$ cat config.mk
export PLATFORM = sky130hd
export DESIGN_NAME = twcw_front
export DESIGN_NICKNAME = d
export VERILOG_FILES = /design/src/hw/rtl/twcw_pkg.sv /design/src/hw/rtl/twcw_front.sv
export SDC_FILE = /design/constraint.sdc
export NUM_CORES = 1
export LEC_CHECK = 0
export ABC_AREA = 1
export ABC_CLOCK_PERIOD_IN_PS = 2320
export BUFFER_PORTS_ARGS = -buffer_cell sky130_fd_sc_hd__buf_2
export CORE_MARGIN = 1
export CORE_UTILIZATION = 32
export DETAILED_ROUTE_END_ITERATION = 8
export PLACE_DENSITY_LB_ADDON = 0.25
export RECOVER_POWER = 50
export SYNTH_ARGS = -nofsm -noshare
export SYNTH_HDL_FRONTEND = slang
export SYNTH_SLANG_ARGS = --single-unit
$ cat constraint.sdc
create_clock -name clk -period 2.32 [get_ports clk]
set_clock_uncertainty 0.1 [all_clocks]
set_input_delay 0.464 -clock clk [delete_from_list [all_inputs] [get_ports clk]]
set_output_delay 0.464 -clock clk [all_outputs]
set_load 0.02 [all_outputs]
$ cat src/hw/rtl/twcw_pkg.sv
package twcw_pkg;

    // Cell store geometry (window cell (r, c) lives at {r, c})
    localparam int MAX_ROWS = 64;
    localparam int MAX_COLS = 128;
    localparam int ROW_AW   = $clog2(MAX_ROWS);
    localparam int COL_AW   = $clog2(MAX_COLS);
    localparam int ADDR_W   = ROW_AW + COL_AW;
    localparam int CELLS    = MAX_ROWS * MAX_COLS;

    // Field and register widths
    localparam int FUNC_W  = 2;
    localparam int CHAR_W  = 8;
    localparam int CROW_W  = 6;
    localparam int CCOL_W  = 7;
    localparam int ROWS_W  = 7;
    localparam int COLS_W  = 8;
    localparam int COLOR_W = 32;
    localparam int PADDR_W = 5;
    localparam int PDATA_W = 32;

    // Command queue between front and back
    localparam int QDEPTH = 2;
    localparam int QPTR_W = $clog2(QDEPTH);
    localparam int QCNT_W = $clog2(QDEPTH + 1);

    // Character codes
    localparam logic [CHAR_W-1:0] CH_NL = 8'd10;
    localparam logic [CHAR_W-1:0] CH_CR = 8'd13;
    localparam logic [CHAR_W-1:0] CH_BS = 8'd8;
    localparam logic [CHAR_W-1:0] CH_SP = 8'd32;

    // Register reset values
    localparam logic [ROWS_W-1:0]  RST_ROWS = 7'd25;
    localparam logic [COLS_W-1:0]  RST_COLS = 8'd80;
    localparam logic [COLOR_W-1:0] RST_FG   = 32'h00FF_FFFF;
    localparam logic [COLOR_W-1:0] RST_BG   = 32'h0000_0000;

    typedef enum logic [FUNC_W-1:0] {
        FN_PUT   = 2'd0,
        FN_MOVE  = 2'd1,
        FN_CLEAR = 2'd2,
        FN_READ  = 2'd3
    } func_t;

    typedef enum logic [2:0] {
        REG_ROWS   = 3'd0,
        REG_COLS   = 3'd1,
        REG_BOXED  = 3'd2,
        REG_SCROLL = 3'd3,
        REG_FG     = 3'd4,
        REG_BG     = 3'd5
    } reg_idx_t;

    typedef enum logic [2:0] {
        K_CHAR      = 3'd0,
        K_NEWLINE   = 3'd1,
        K_RETURN    = 3'd2,
        K_BACKSPACE = 3'd3,
        K_MOVE      = 3'd4,
        K_CLEAR     = 3'd5,
        K_READ      = 3'd6
    } cmd_kind_t;

    typedef struct packed {
        cmd_kind_t         kind;
        logic [CHAR_W-1:0] ch;
        logic [CROW_W-1:0] row;
        logic [CCOL_W-1:0] col;
    } cmd_t;

    typedef struct packed {
        logic valid;
        cmd_t cmd;
    } qhead_t;

    typedef struct packed {
        logic init_busy;
        logic pop;
    } back_stat_t;

    typedef struct packed {
        logic [ROWS_W-1:0]  rows;
        logic [COLS_W-1:0]  cols;
        logic               boxed;
        logic               scroll_en;
        logic [COLOR_W-1:0] fg;
        logic [COLOR_W-1:0] bg;
    } cfg_t;

    typedef struct packed {
        logic [CHAR_W-1:0]  ch;
        logic [COLOR_W-1:0] fg;
        logic [COLOR_W-1:0] bg;
    } cell_t;

    localparam cell_t RESET_CELL = '{ch: CH_SP, fg: RST_FG, bg: RST_BG};

endpackage

$ cat src/hw/rtl/twcw_front.sv
module twcw_front
    import twcw_pkg::*;
(
    input  logic              clk,
    input  logic              rst_n,
    input  logic              in_valid,
    output logic              in_stall,
    input  logic [FUNC_W-1:0] func,
    input  logic [CHAR_W-1:0] char_code,
    input  logic [CROW_W-1:0] target_row,
    input  logic [CCOL_W-1:0] target_col,
    input  back_stat_t        bstat,
    output qhead_t            qhead
);

    cmd_t              q_reg [QDEPTH];
    logic [QPTR_W-1:0] wr_ptr_reg, wr_ptr_next;
    logic [QPTR_W-1:0] rd_ptr_reg, rd_ptr_next;
    logic [QCNT_W-1:0] cnt_reg, cnt_next;
    logic              push;
    cmd_t              cmd_in;

    assign in_stall = (cnt_reg == QCNT_W'(QDEPTH)) || bstat.init_busy;
    assign push     = in_valid && !in_stall;

    // Classify the transfer into one back-end command
    always_comb
    begin
        cmd_in.ch  = char_code;
        cmd_in.row = target_row;
        cmd_in.col = target_col;
        case (func)
            FN_PUT:
            begin
                case (char_code)
                    CH_NL:   cmd_in.kind = K_NEWLINE;
                    CH_CR:   cmd_in.kind = K_RETURN;
                    CH_BS:   cmd_in.kind = K_BACKSPACE;
                    default: cmd_in.kind = K_CHAR;
                endcase
            end
            FN_MOVE:  cmd_in.kind = K_MOVE;
            FN_CLEAR: cmd_in.kind = K_CLEAR;
            default:  cmd_in.kind = K_READ;
        endcase
    end

    always_comb
    begin
        wr_ptr_next = wr_ptr_reg;
        rd_ptr_next = rd_ptr_reg;
        cnt_next    = cnt_reg;
        if (push)
        begin
            wr_ptr_next = wr_ptr_reg + 1'b1;
        end
        if (bstat.pop)
        begin
            rd_ptr_next = rd_ptr_reg + 1'b1;
        end
        if (push && !bstat.pop)
        begin
            cnt_next = cnt_reg + 1'b1;
        end
        else if (!push && bstat.pop)
        begin
            cnt_next = cnt_reg - 1'b1;
        end
    end

    always_ff @(posedge clk or negedge rst_n)
    begin
        if (!rst_n)
        begin
            wr_ptr_reg <= '0;
            rd_ptr_reg <= '0;
            cnt_reg    <= '0;
        end
        else
        begin
            wr_ptr_reg <= wr_ptr_next;
            rd_ptr_reg <= rd_ptr_next;
            cnt_reg    <= cnt_next;
        end
    end

    always_ff @(posedge clk)
    begin
        if (push)
        begin
            q_reg[wr_ptr_reg] <= cmd_in;
        end
    end

    assign qhead.valid = (cnt_reg != '0);
    assign qhead.cmd   = q_reg[rd_ptr_reg];

`ifndef NO_ASSERTIONS
    a_fill_count: assert property (@(posedge clk) disable iff (!rst_n)
        (push && !bstat.pop) |=> (cnt_reg == QCNT_W'($past(cnt_reg) + 1'b1)))
        else $error("queue fill count did not advance on push");
`endif

endmodule

* Yosys cells after proc, flatten, opt, wreduce, memory -nomap -nowiden
Memory sizes are Yosys's and may differ from the RTL's.
Cells that the tools add are included.
** Operators by class
- Muxes and demuxes :: 6
- $add $sub $neg :: 4
- Equality and inequality tests :: 6
- Reduce and logical (&&, ||, !) cells :: 10
** Operators by type and width (count)
- 8-bit by 4-bit == test with 1-bit output, second input constant :: 3
- 3-bit case mux with 3 select lines :: 1
- 2-bit case mux with 3 select lines :: 1
- 2-bit == test, second input constant :: 2
- 2-bit 2-to-1 mux :: 2
- 2-bit nonzero test :: 2
- 1-bit logical AND :: 3
- 1-bit logical NOT :: 3
- 1-bit adder, second input constant :: 2
- 2-bit by 1-bit adder with 2-bit output, second input constant :: 1
- 2-bit by 1-bit == test with 1-bit output, second input constant :: 1
- 2-bit logical NOT :: 1
- 1-bit 2-to-1 mux :: 2
- 2-bit by 1-bit subtractor with 2-bit output, second input constant :: 1
- 1-bit logical OR :: 1
** Storage, ports and cells
- RAM bits :: 48
- Flip-flop bits (word level) :: 4
- Word-level logic and storage cells :: 30
- Memories kept :: 1
- Output and inout port bits :: 26
- Input port bits :: 28
** Memories
- q_reg :: depth 2, width 24, read ports 1, clocked after Yosys merged registers in 0, wr ports 1, line twcw_front.sv:16 : cmd_t q_reg [QDEPTH];

* Longest topological paths before layout
Gate-level depths: netlist of run 1.
- Depth after elaboration :: 8
- Gate-level depth with buffers :: 10
- Gate-level depth less buffers :: 10

* Least setup slack after synthesis of run 1
No wires, ideal clock.
- Path type :: input-to-reg
- Start :: input bstat[1] in the netlist's numbering
- End :: memory q_reg[1][0] in the netlist's numbering, enable pin
- Setup time :: 0.405 ns
- Arrival time :: 1.676 ns
- Setup slack :: 0.140 ns
- Stages on the path :: 3
- Buffers on the path :: 0
- Required time :: 1.815 ns
- Cell sequence :: inv_1 nand3_2 nor2_1
** On the way
- Word-level cells in the longest chain between the ends :: 5
** Ends and longest elaborated chain
- start, declared :: line twcw_front.sv:12 : input back_stat_t bstat,
- 1-bit logical OR :: line twcw_front.sv:23 : assign in_stall = (cnt_reg == QCNT_W'(QDEPTH)) || bstat.init_busy;
- 1-bit logical NOT :: line twcw_front.sv:24 : assign push = in_valid && !in_stall;
- 1-bit logical AND :: line twcw_front.sv:24
- 1-bit 2-to-1 mux :: line twcw_front.sv:89 : if (push)
- 1-bit 2-to-1 mux (not written as such) :: line twcw_front.sv:91 : q_reg[wr_ptr_reg] <= cmd_in;
- end, declared :: line twcw_front.sv:16
No other way between the ends.

==> metrics list, run 1 <==
* Outcome: finished with violations
* Failing checks: design-rule violations
* Number of maximum-capacitance constraint violations: 0
- In this run the post-CTS setup repair buffer count came out at 0.
- The final hold violation count was 0.
* Post-Synthesis Net Count: 164
* Nets: 227
- The share of synthesized area in the top cell type comes to 0.6572.
* Fill count: between 600 and 700
* Maximum clock frequency: approximately 500 MHz
- Total overflow reported by the global router: 0
* Final wirelength: between 3000 and 4000 um
* Post-route antenna net violation count: 0
* Startpoint of the worst setup timing path: rd_ptr_reg
- Ranking of synthesized cells by area: sky130_fd_sc_hd__edfxtp_1, sky130_fd_sc_hd__mux2_4, sky130_fd_sc_hd__dfrtp_1, sky130_fd_sc_hd__nand2_1, sky130_fd_sc_hd__inv_1
- Part of the cycle the worst path needs: 0.8735
* Post-placement setup slack: about 0.6 ns
- Pins over their slew limit: 0
- The number of global-route vias before repair is 1,136.
- No sink is reached through more buffers than the 2 on the longest clock path.
- Of the total synthesized cell area, the portion taken by XOR and XNOR cells is 0.007986.
- Setup violations remaining at the end of the flow were counted as 0.
- Largest net degree at the start of global routing: 25
- Instance area after placement: roughly 2600 um2
- Insertion delay to the later sink of the worst-skew pair: ~0.30 ns
- Of the total power, the clock network draws 0.178.
- Routed vias/inst: ~4.3
* TritonCTS Buffers: 5
- Total number of placement rows: 29
- The analysis attributes to cell leakage a power of between 1 and 1.5 nW.
- The synthesized design spends more area on one cell type than any other, namely sky130_fd_sc_hd__edfxtp_1.
- Of all nets on the critical path, the largest fanout is 24.
- Clock-pin slew of the registers on the worst-case setup and hold paths: approximately 0.090 ns
- Number of distinct library cell variants in the gate-level netlist after synthesis: 19
- Overall Global Routing Usage: 0.1023
- Fraction of the mapped netlist area in simple logic gates: 0.06332
- Required time of the critical path: 1.76 ns
- In this run the worst hold path is classified as input pin to flip-flop.
* Psw: 0.8806 mW
- Comb pwr share: 0.371
- The startpoint identified for the worst register-to-register timing path is cnt_reg[0].
- Each instance of the synthesized netlist takes up on average ~16 um2.
* Power density over the cells: 1037 nW/um2
* Pint: about 1.8 mW
- CTS built an H-tree with a depth of 2.
* Io pins: 54
- Final GP Congestion: roughly 0.68
- Once routing completed, OpenROAD measured the worst setup slack at between 0.2 and 0.3 ns.
* Die outline area: roughly 7000 um2
* Fraction of layout cells with a size suffix above 1: 0.3706
- Post-Syn Instances: about 130
- Remaining max-slew budget at the tightest pin: 0.5640
* Area growth syn-to-layout: 19.91%
* Kind of critical path: flip-flop to primary output
- Switching share of power: 0.3230
* Antenna violations before repair: 0
- Synth Warn #: 0
- The synthesized-area fraction occupied by ao, oa, aoi and oai cells was 0.002282.
- Vias after detailed routing: between 1,000 and 1,500
* Power share of the sequential group: 0.452
* Routed length per placed instance: approximately 13 um
- After detailed routing, the number of remaining DRC violations is 5.
- Starting utilization of the core area: 0.3377
- Clock Root Buffer: sky130_fd_sc_hd__clkbuf_8
* Worst hold slack across all endpoints: between 0.2 and 0.25 ns
- After floorplanning, the core was sized to cover ~6500 um2.
* Layout Cell Area excl Fill: around 2600 um2
- In this run the vertical extent of the chip is around 85 um.
- After synthesis, the largest family of logic cells by area is multiplexers.
- The design draws roughly 2.7 mW.
- STA classifies the critical path startpoint as a flip-flop.
- Port bufs: 53
* Register bit total from synthesis: 52
- Detailed router's first-iteration violation count: 35
* RSZ-0062 raised after global routing: false
* Peak supply drop: 0.0004280 V
- In this run the most critical hold path is launched from bstat[0].
- TritonCTS clock tree: yes
- Of the total synthesized cell area, the portion taken by full adders, half adders and majority gates is 0.01711.
- Global-route wire length before repair: 5520 um
- The pre-antenna-repair detailed-routing pass consisted of 9 iterations.
- Register area share after synthesis: 0.7028
- Mapped Area: approximately 2200 um2
* Diode count: 0
- Capturing element type of the critical path: primary output
- Pin slew with the least headroom to its limit: about 0.65 ns
- Max reg flops: between 40 and 50
- Final worst path period need: approximately 2.0 ns
* Arr. time, crit path: between 1 and 1.5 ns
- The clock net in this run drives a total of 52 sinks.
- Setup Total Neg Slack: 0 ns
- Dpl hpwl: 2599 um
- In this run the horizontal extent of the chip is around 85 um.
- Portion of netlist area occupied by mux cells: 0.1557
## cells in the mapped netlist (all sizes together)
cell	number
buf	3
ha	3
edfxtp	48
mux2	24
dfrtp	4
nand4	1
xor2	1
a21oi	1
nor2	7
and2	1
xnor2	1
inv	16
or2	1
nand3	3
nand2	19
## final timing paths
kind / slack [ns] / cells after the start / end
worst max-delay path: 0.29 / 3 / qhead[0]
worst min-delay path: 0.25 / 2 / rd_ptr_reg
worst max register to register: 0.45 / 5 / q_reg[1][13]
worst min register to register: 0.42 / 2 / cnt_reg[1]
max in group asynchronous: 1.51 / 2 / cnt_reg[0]
min in group asynchronous: 0.42 / 2 / wr_ptr_reg
## critical path, cell delays in order (launching register included)
cell,delay (ns)
sky130_fd_sc_hd__dfrtp_1,0.42
sky130_fd_sc_hd__buf_12,0.23
sky130_fd_sc_hd__mux2_2,0.35
sky130_fd_sc_hd__buf_2,0.16
## cells by family after synthesis
family,after synthesis
flip-flops,52
AND/OR/NAND/NOR,32
multiplexers,24
buffers and inverters,19
adder cells (fa/ha/maj),3
XOR/XNOR,2
AO/OA/AOI/OAI,1
## routing by layer
metal / part of all wire / global-route usage / vias to the layer above
met5: 0 / 0 / -
met4: 0.011 / 0.02311 / 0
met3: 0.069 / 0.03835 / 5
met2: 0.48 / 0.1722 / 43
met1: 0.44 / 0.1256 / 548
li1: - / - / 589
## final cells by class
class | instances | area, um2 | share of cell area
sequential | 52 | 1541 | 0.5861
timing repair buffer | 59 | 311.5 | 0.1185
clock inverter | 3 | 13.76 | 0.005233
multi-input combinational | 62 | 538.0 | 0.2046
clock buffer | 5 | 68.82 | 0.02617
inverter | 16 | 60.06 | 0.02284
tap | 77 | 96.34 | 0.03663
## power by group through the flow
stage / clock network (mW) / logic [mW] / registers [mW]
2_1_floorplan: 0 / 0.822 / 1.24
3_3_place_gp: 0 / 1.04 / 1.25
3_5_place_dp: 0 / 1.04 / 1.25
4_1_cts: 0.499 / 1.04 / 1.23
5_1_grt: 0.535 / 1.09 / 1.25
6_report: 0.484 / 1.01 / 1.23
## placed cells by master, fill, tap and decap left out, drive strengths merged, types with 4 or more instances in the layout
master,netlist,layout
dfrtp,4,4
nor2,7,7
inv,16,16
edfxtp,48,48
buf,3,39
mux2,24,24
nand2,19,19
clkbuf,0,24
## metrics by stage
step / instances / util
2_1_floorplan: 133 / -
3_3_place_gp: 265 / 0.3955
3_5_place_dp: 265 / 0.3955
4_1_cts: 274 / 0.4097
5_1_grt: 274 / 0.4049
6_report: 274 / 0.4049
## repair_timing
action | 4_1_cts | 5_1_grt
endpoints found under the hold margin | 4 | 0
resized for setup | 0 | 0
endpoints found under the setup margin | 0 | 0
hold buffers | 1 | 0
Power figures use the tool's default switching activity.
==> run 2, diff against run 1 <==
- MAX_ROUTING_LAYER: default -> met4
==> run 2 against run 1 <==
  * The run still ends with design-rule violations left
  * Non-clock buffer count unchanged
  * Setup slack better by 0.0054 ns
  * Sequential power about the same
  * Total power decreased by 0.17%
  * Routed wire length up 0.20%
  * Maximum frequency up 0.26%
  * Critical path depth is the same
  * First-iteration DRC count stayed put
  * Sequential cell count did not move
  * Highest routed layer unchanged
==> metrics list, run 2 (synthesis results as in run 1) <==
- The filler cells instantiated in the layout total about 630.
* Hold Path Stages: 2
- Routability-driven placement finished with a final weighted congestion of 0.6826.
- Overall Global Routing Usage: 0.1057
- Sequence of cells on the critical path: buf_12 > mux2_2 > buf_2
* Part of the total power dissipated in the clock network: 0.177
- Port buffering added 53 buffers.
- Setup repair after global routing left no endpoint under its margin.
- Std-Cell Core Area: between 6000 and 7000 um2
- Comb pwr share: 0.371
- Psw: 0.8760 mW
- Dividing total power by cell area gives a power density of 1035 nW/um2.
- The worst pin sits at a relative slew slack of 0.5651.
- The most critical setup path has its startpoint at rd_ptr_reg.
- The worst path in the final design needs a cycle of 2.021 ns, including I/O delays and setup.
* Failing checks: design-rule violations
* Number of H-tree levels: 2
- The worst-case IR drop observed on VDD is between 0.0004 and 0.0005 V.
- Area growth syn-to-layout: 19.91%
* Total placed cells including tap cells: approximately 270
- Row generation in the floorplan step produced 29 rows.
* Cell with the largest stage delay on the worst path: sky130_fd_sc_hd__dfrtp_1
- In this run the clock root is driven by a sky130_fd_sc_hd__clkbuf_8.
- At the pin with the least slew margin, the transition time is between 0.6 and 0.7 ns.
- Switching share of power: 0.3218
- In this run the deepest clock path goes through 2 buffers.
- Required time of the critical path: 1.76 ns
* Pins over their slew limit: 0
- The number of antenna violations at the first check in global routing was 0.
- Setup Total Neg Slack: 0 ns
* Class of the most critical hold timing path: input pin to flip-flop
* Dpl hpwl: 2599 um
* Setup violation total in the final timing report: 0
- Maximum clock frequency: 494.8 MHz
- Horizontal die dimension: about 85 um
- Final core occ: 0.4049
* Remaining design rule violation count: 5
- WP buf/inv: 2
- The worst setup path is captured at a primary output.
- After clock tree synthesis, the repair step resized 0 gates.
* Area used by sequential logic in the layout: around 1500 um2
* Nets: around 230
- Detailed router's first-iteration violation count: 35
* Most common library cell in the layout ignoring fill and taps: sky130_fd_sc_hd__edfxtp_1
- At the worst endpoint, the arrival time is about 1.5 ns.
* Slowest Stage Delay on Critical Path: between 0.4 and 0.5 ns
- For this design, the sink count on the clock tree is 52.
- Final wirelength: ~3500 um
- After clock tree synthesis, the clock-pin slew on the worst setup and hold paths is approximately 0.09 ns.
- The first global-routing pass estimated approximately 5500 um of wire.
- The flow ran to the end, but the final reports show violations.
- Of the available clock period, the critical path in the final layout requires 0.8712.
- Routed vias/inst: between 4 and 5
- Io pins: 54
* CP Max Fanout: 24
* Kind of critical path: flip-flop to primary output
- After global routing the overflow that remains totals 0.
- Final std cells w/o fill: around 270
* Number of maximum-capacitance constraint violations: 0
- TritonCTS Buffers: 5
* Vias after detailed routing: 1,186
- The startpoint identified for the worst hold timing path is bstat[0].
- The number of global-route vias before repair came to 1,137.
- In the final layout, the multi-input gates occupy ~540 um2.
* Launch point of the worst reg-to-reg path: cnt_reg[0]
* TritonCTS clock tree: yes
- The clock reaches the later pin of the worst-skew pair after approximately 0.30 ns.
* Reported leakage power: ~1.1 nW
- Starting utilization of the core area: 0.3377
- Pint: 1.846 mW
- The final hold violation count came to 0.
- Height of the die: 84.79 um
- In this run the remaining antenna-violating nets after routing total 0.
* Largest net degree at the start of global routing: 25
* Stages on the worst setup path: 3
- Number of cell instances on the worst register-to-register path: 5
- Of the total power, registers draw 0.452.
- Fraction of layout cells with a size suffix above 1: 0.3706
- Highest-count cells in the layout ignoring fill and taps: sky130_fd_sc_hd__edfxtp_1, sky130_fd_sc_hd__buf_2, sky130_fd_sc_hd__nand2_1, sky130_fd_sc_hd__mux2_4, sky130_fd_sc_hd__clkbuf_1
- Detailed-routing iteration count for the pre-antenna-repair pass: 9
* Largest delay share family, worst path: flip-flops
- The die covers between 7000 and 8000 um2.
- Type of element launching the critical path: flip-flop
* Max reg flops: between 40 and 50
* Routed length per placed instance: approximately 13 um
* Diode count: 0
-- run 2: cell counts in the layout (fill, tap and decap cells not counted) --
No cell type changed its count.
-- run 2: final timing paths --
check,slack (ns),to
max,0.30,qhead[0]
min,0.25,rd_ptr_reg
max reg2reg,0.45,q_reg[1][13]
min reg2reg,0.42,cnt_reg[1]
max in group asynchronous,1.51,cnt_reg[0]
min in group asynchronous,0.42,cnt_reg[1]
-- run 2: layer usage --
layer / global-route usage / up-vias / wire length (um)
met4: 0.02311 / 0 / 20
met1: 0.1263 / 550 / 1487
li1: - / 587 / -
met3: 0.03835 / 4 / 252
met5: - / - / 0
met2: 0.1722 / 45 / 1715
-- run 2: timing repair --
action,CTS,global route
endpoints found under the hold margin,4,0
hold buffers,1,0
buffers inserted,0,0
setup endpoints to repair,0,0
-- run 2: power groups by stage --
stage / clock [mW] / sequential [mW] / combinational, mW
final: 0.481 / 1.23 / 1.01
after detailed placement: 0 / 1.25 / 1.04
after global placement: 0 / 1.25 / 1.04
after floorplan: 0 / 1.24 / 0.822
after global routing: 0.537 / 1.25 / 1.09
after CTS: 0.499 / 1.23 / 1.04
-- run 2: final cells by class --
cell class | instances | area share
sequential | 52 | 0.5861
multi-input combinational | 62 | 0.2046
timing repair buffer | 59 | 0.1185
tap | 77 | 0.03663
clock buffer | 5 | 0.02617
inverter | 16 | 0.02284
clock inverter | 3 | 0.005233
-- run 2: worst reg2reg max path: stages, from the launching register on --
cell                       delay, ns
sky130_fd_sc_hd__dfrtp_1        0.41
sky130_fd_sc_hd__inv_1          0.08
sky130_fd_sc_hd__nand2_1        0.08
sky130_fd_sc_hd__nand3_1        0.17
sky130_fd_sc_hd__nor2_2         0.15
sky130_fd_sc_hd__clkbuf_1       0.52
-- run 2: stage by stage --
step           cell area, um2  setup WS [ns]  power, mW  hold WS, ns
5_1_grt                  2630         0.2156      2.876       0.2360
6_report                 2630         0.2988      2.722       0.2506
3_3_place_gp             2569         0.6291      2.287       0.1788
4_1_cts                  2661         0.2736      2.775       0.2436
2_1_floorplan            2193         0.1397      2.057      0.06841
3_5_place_dp             2569         0.6116      2.293       0.1763
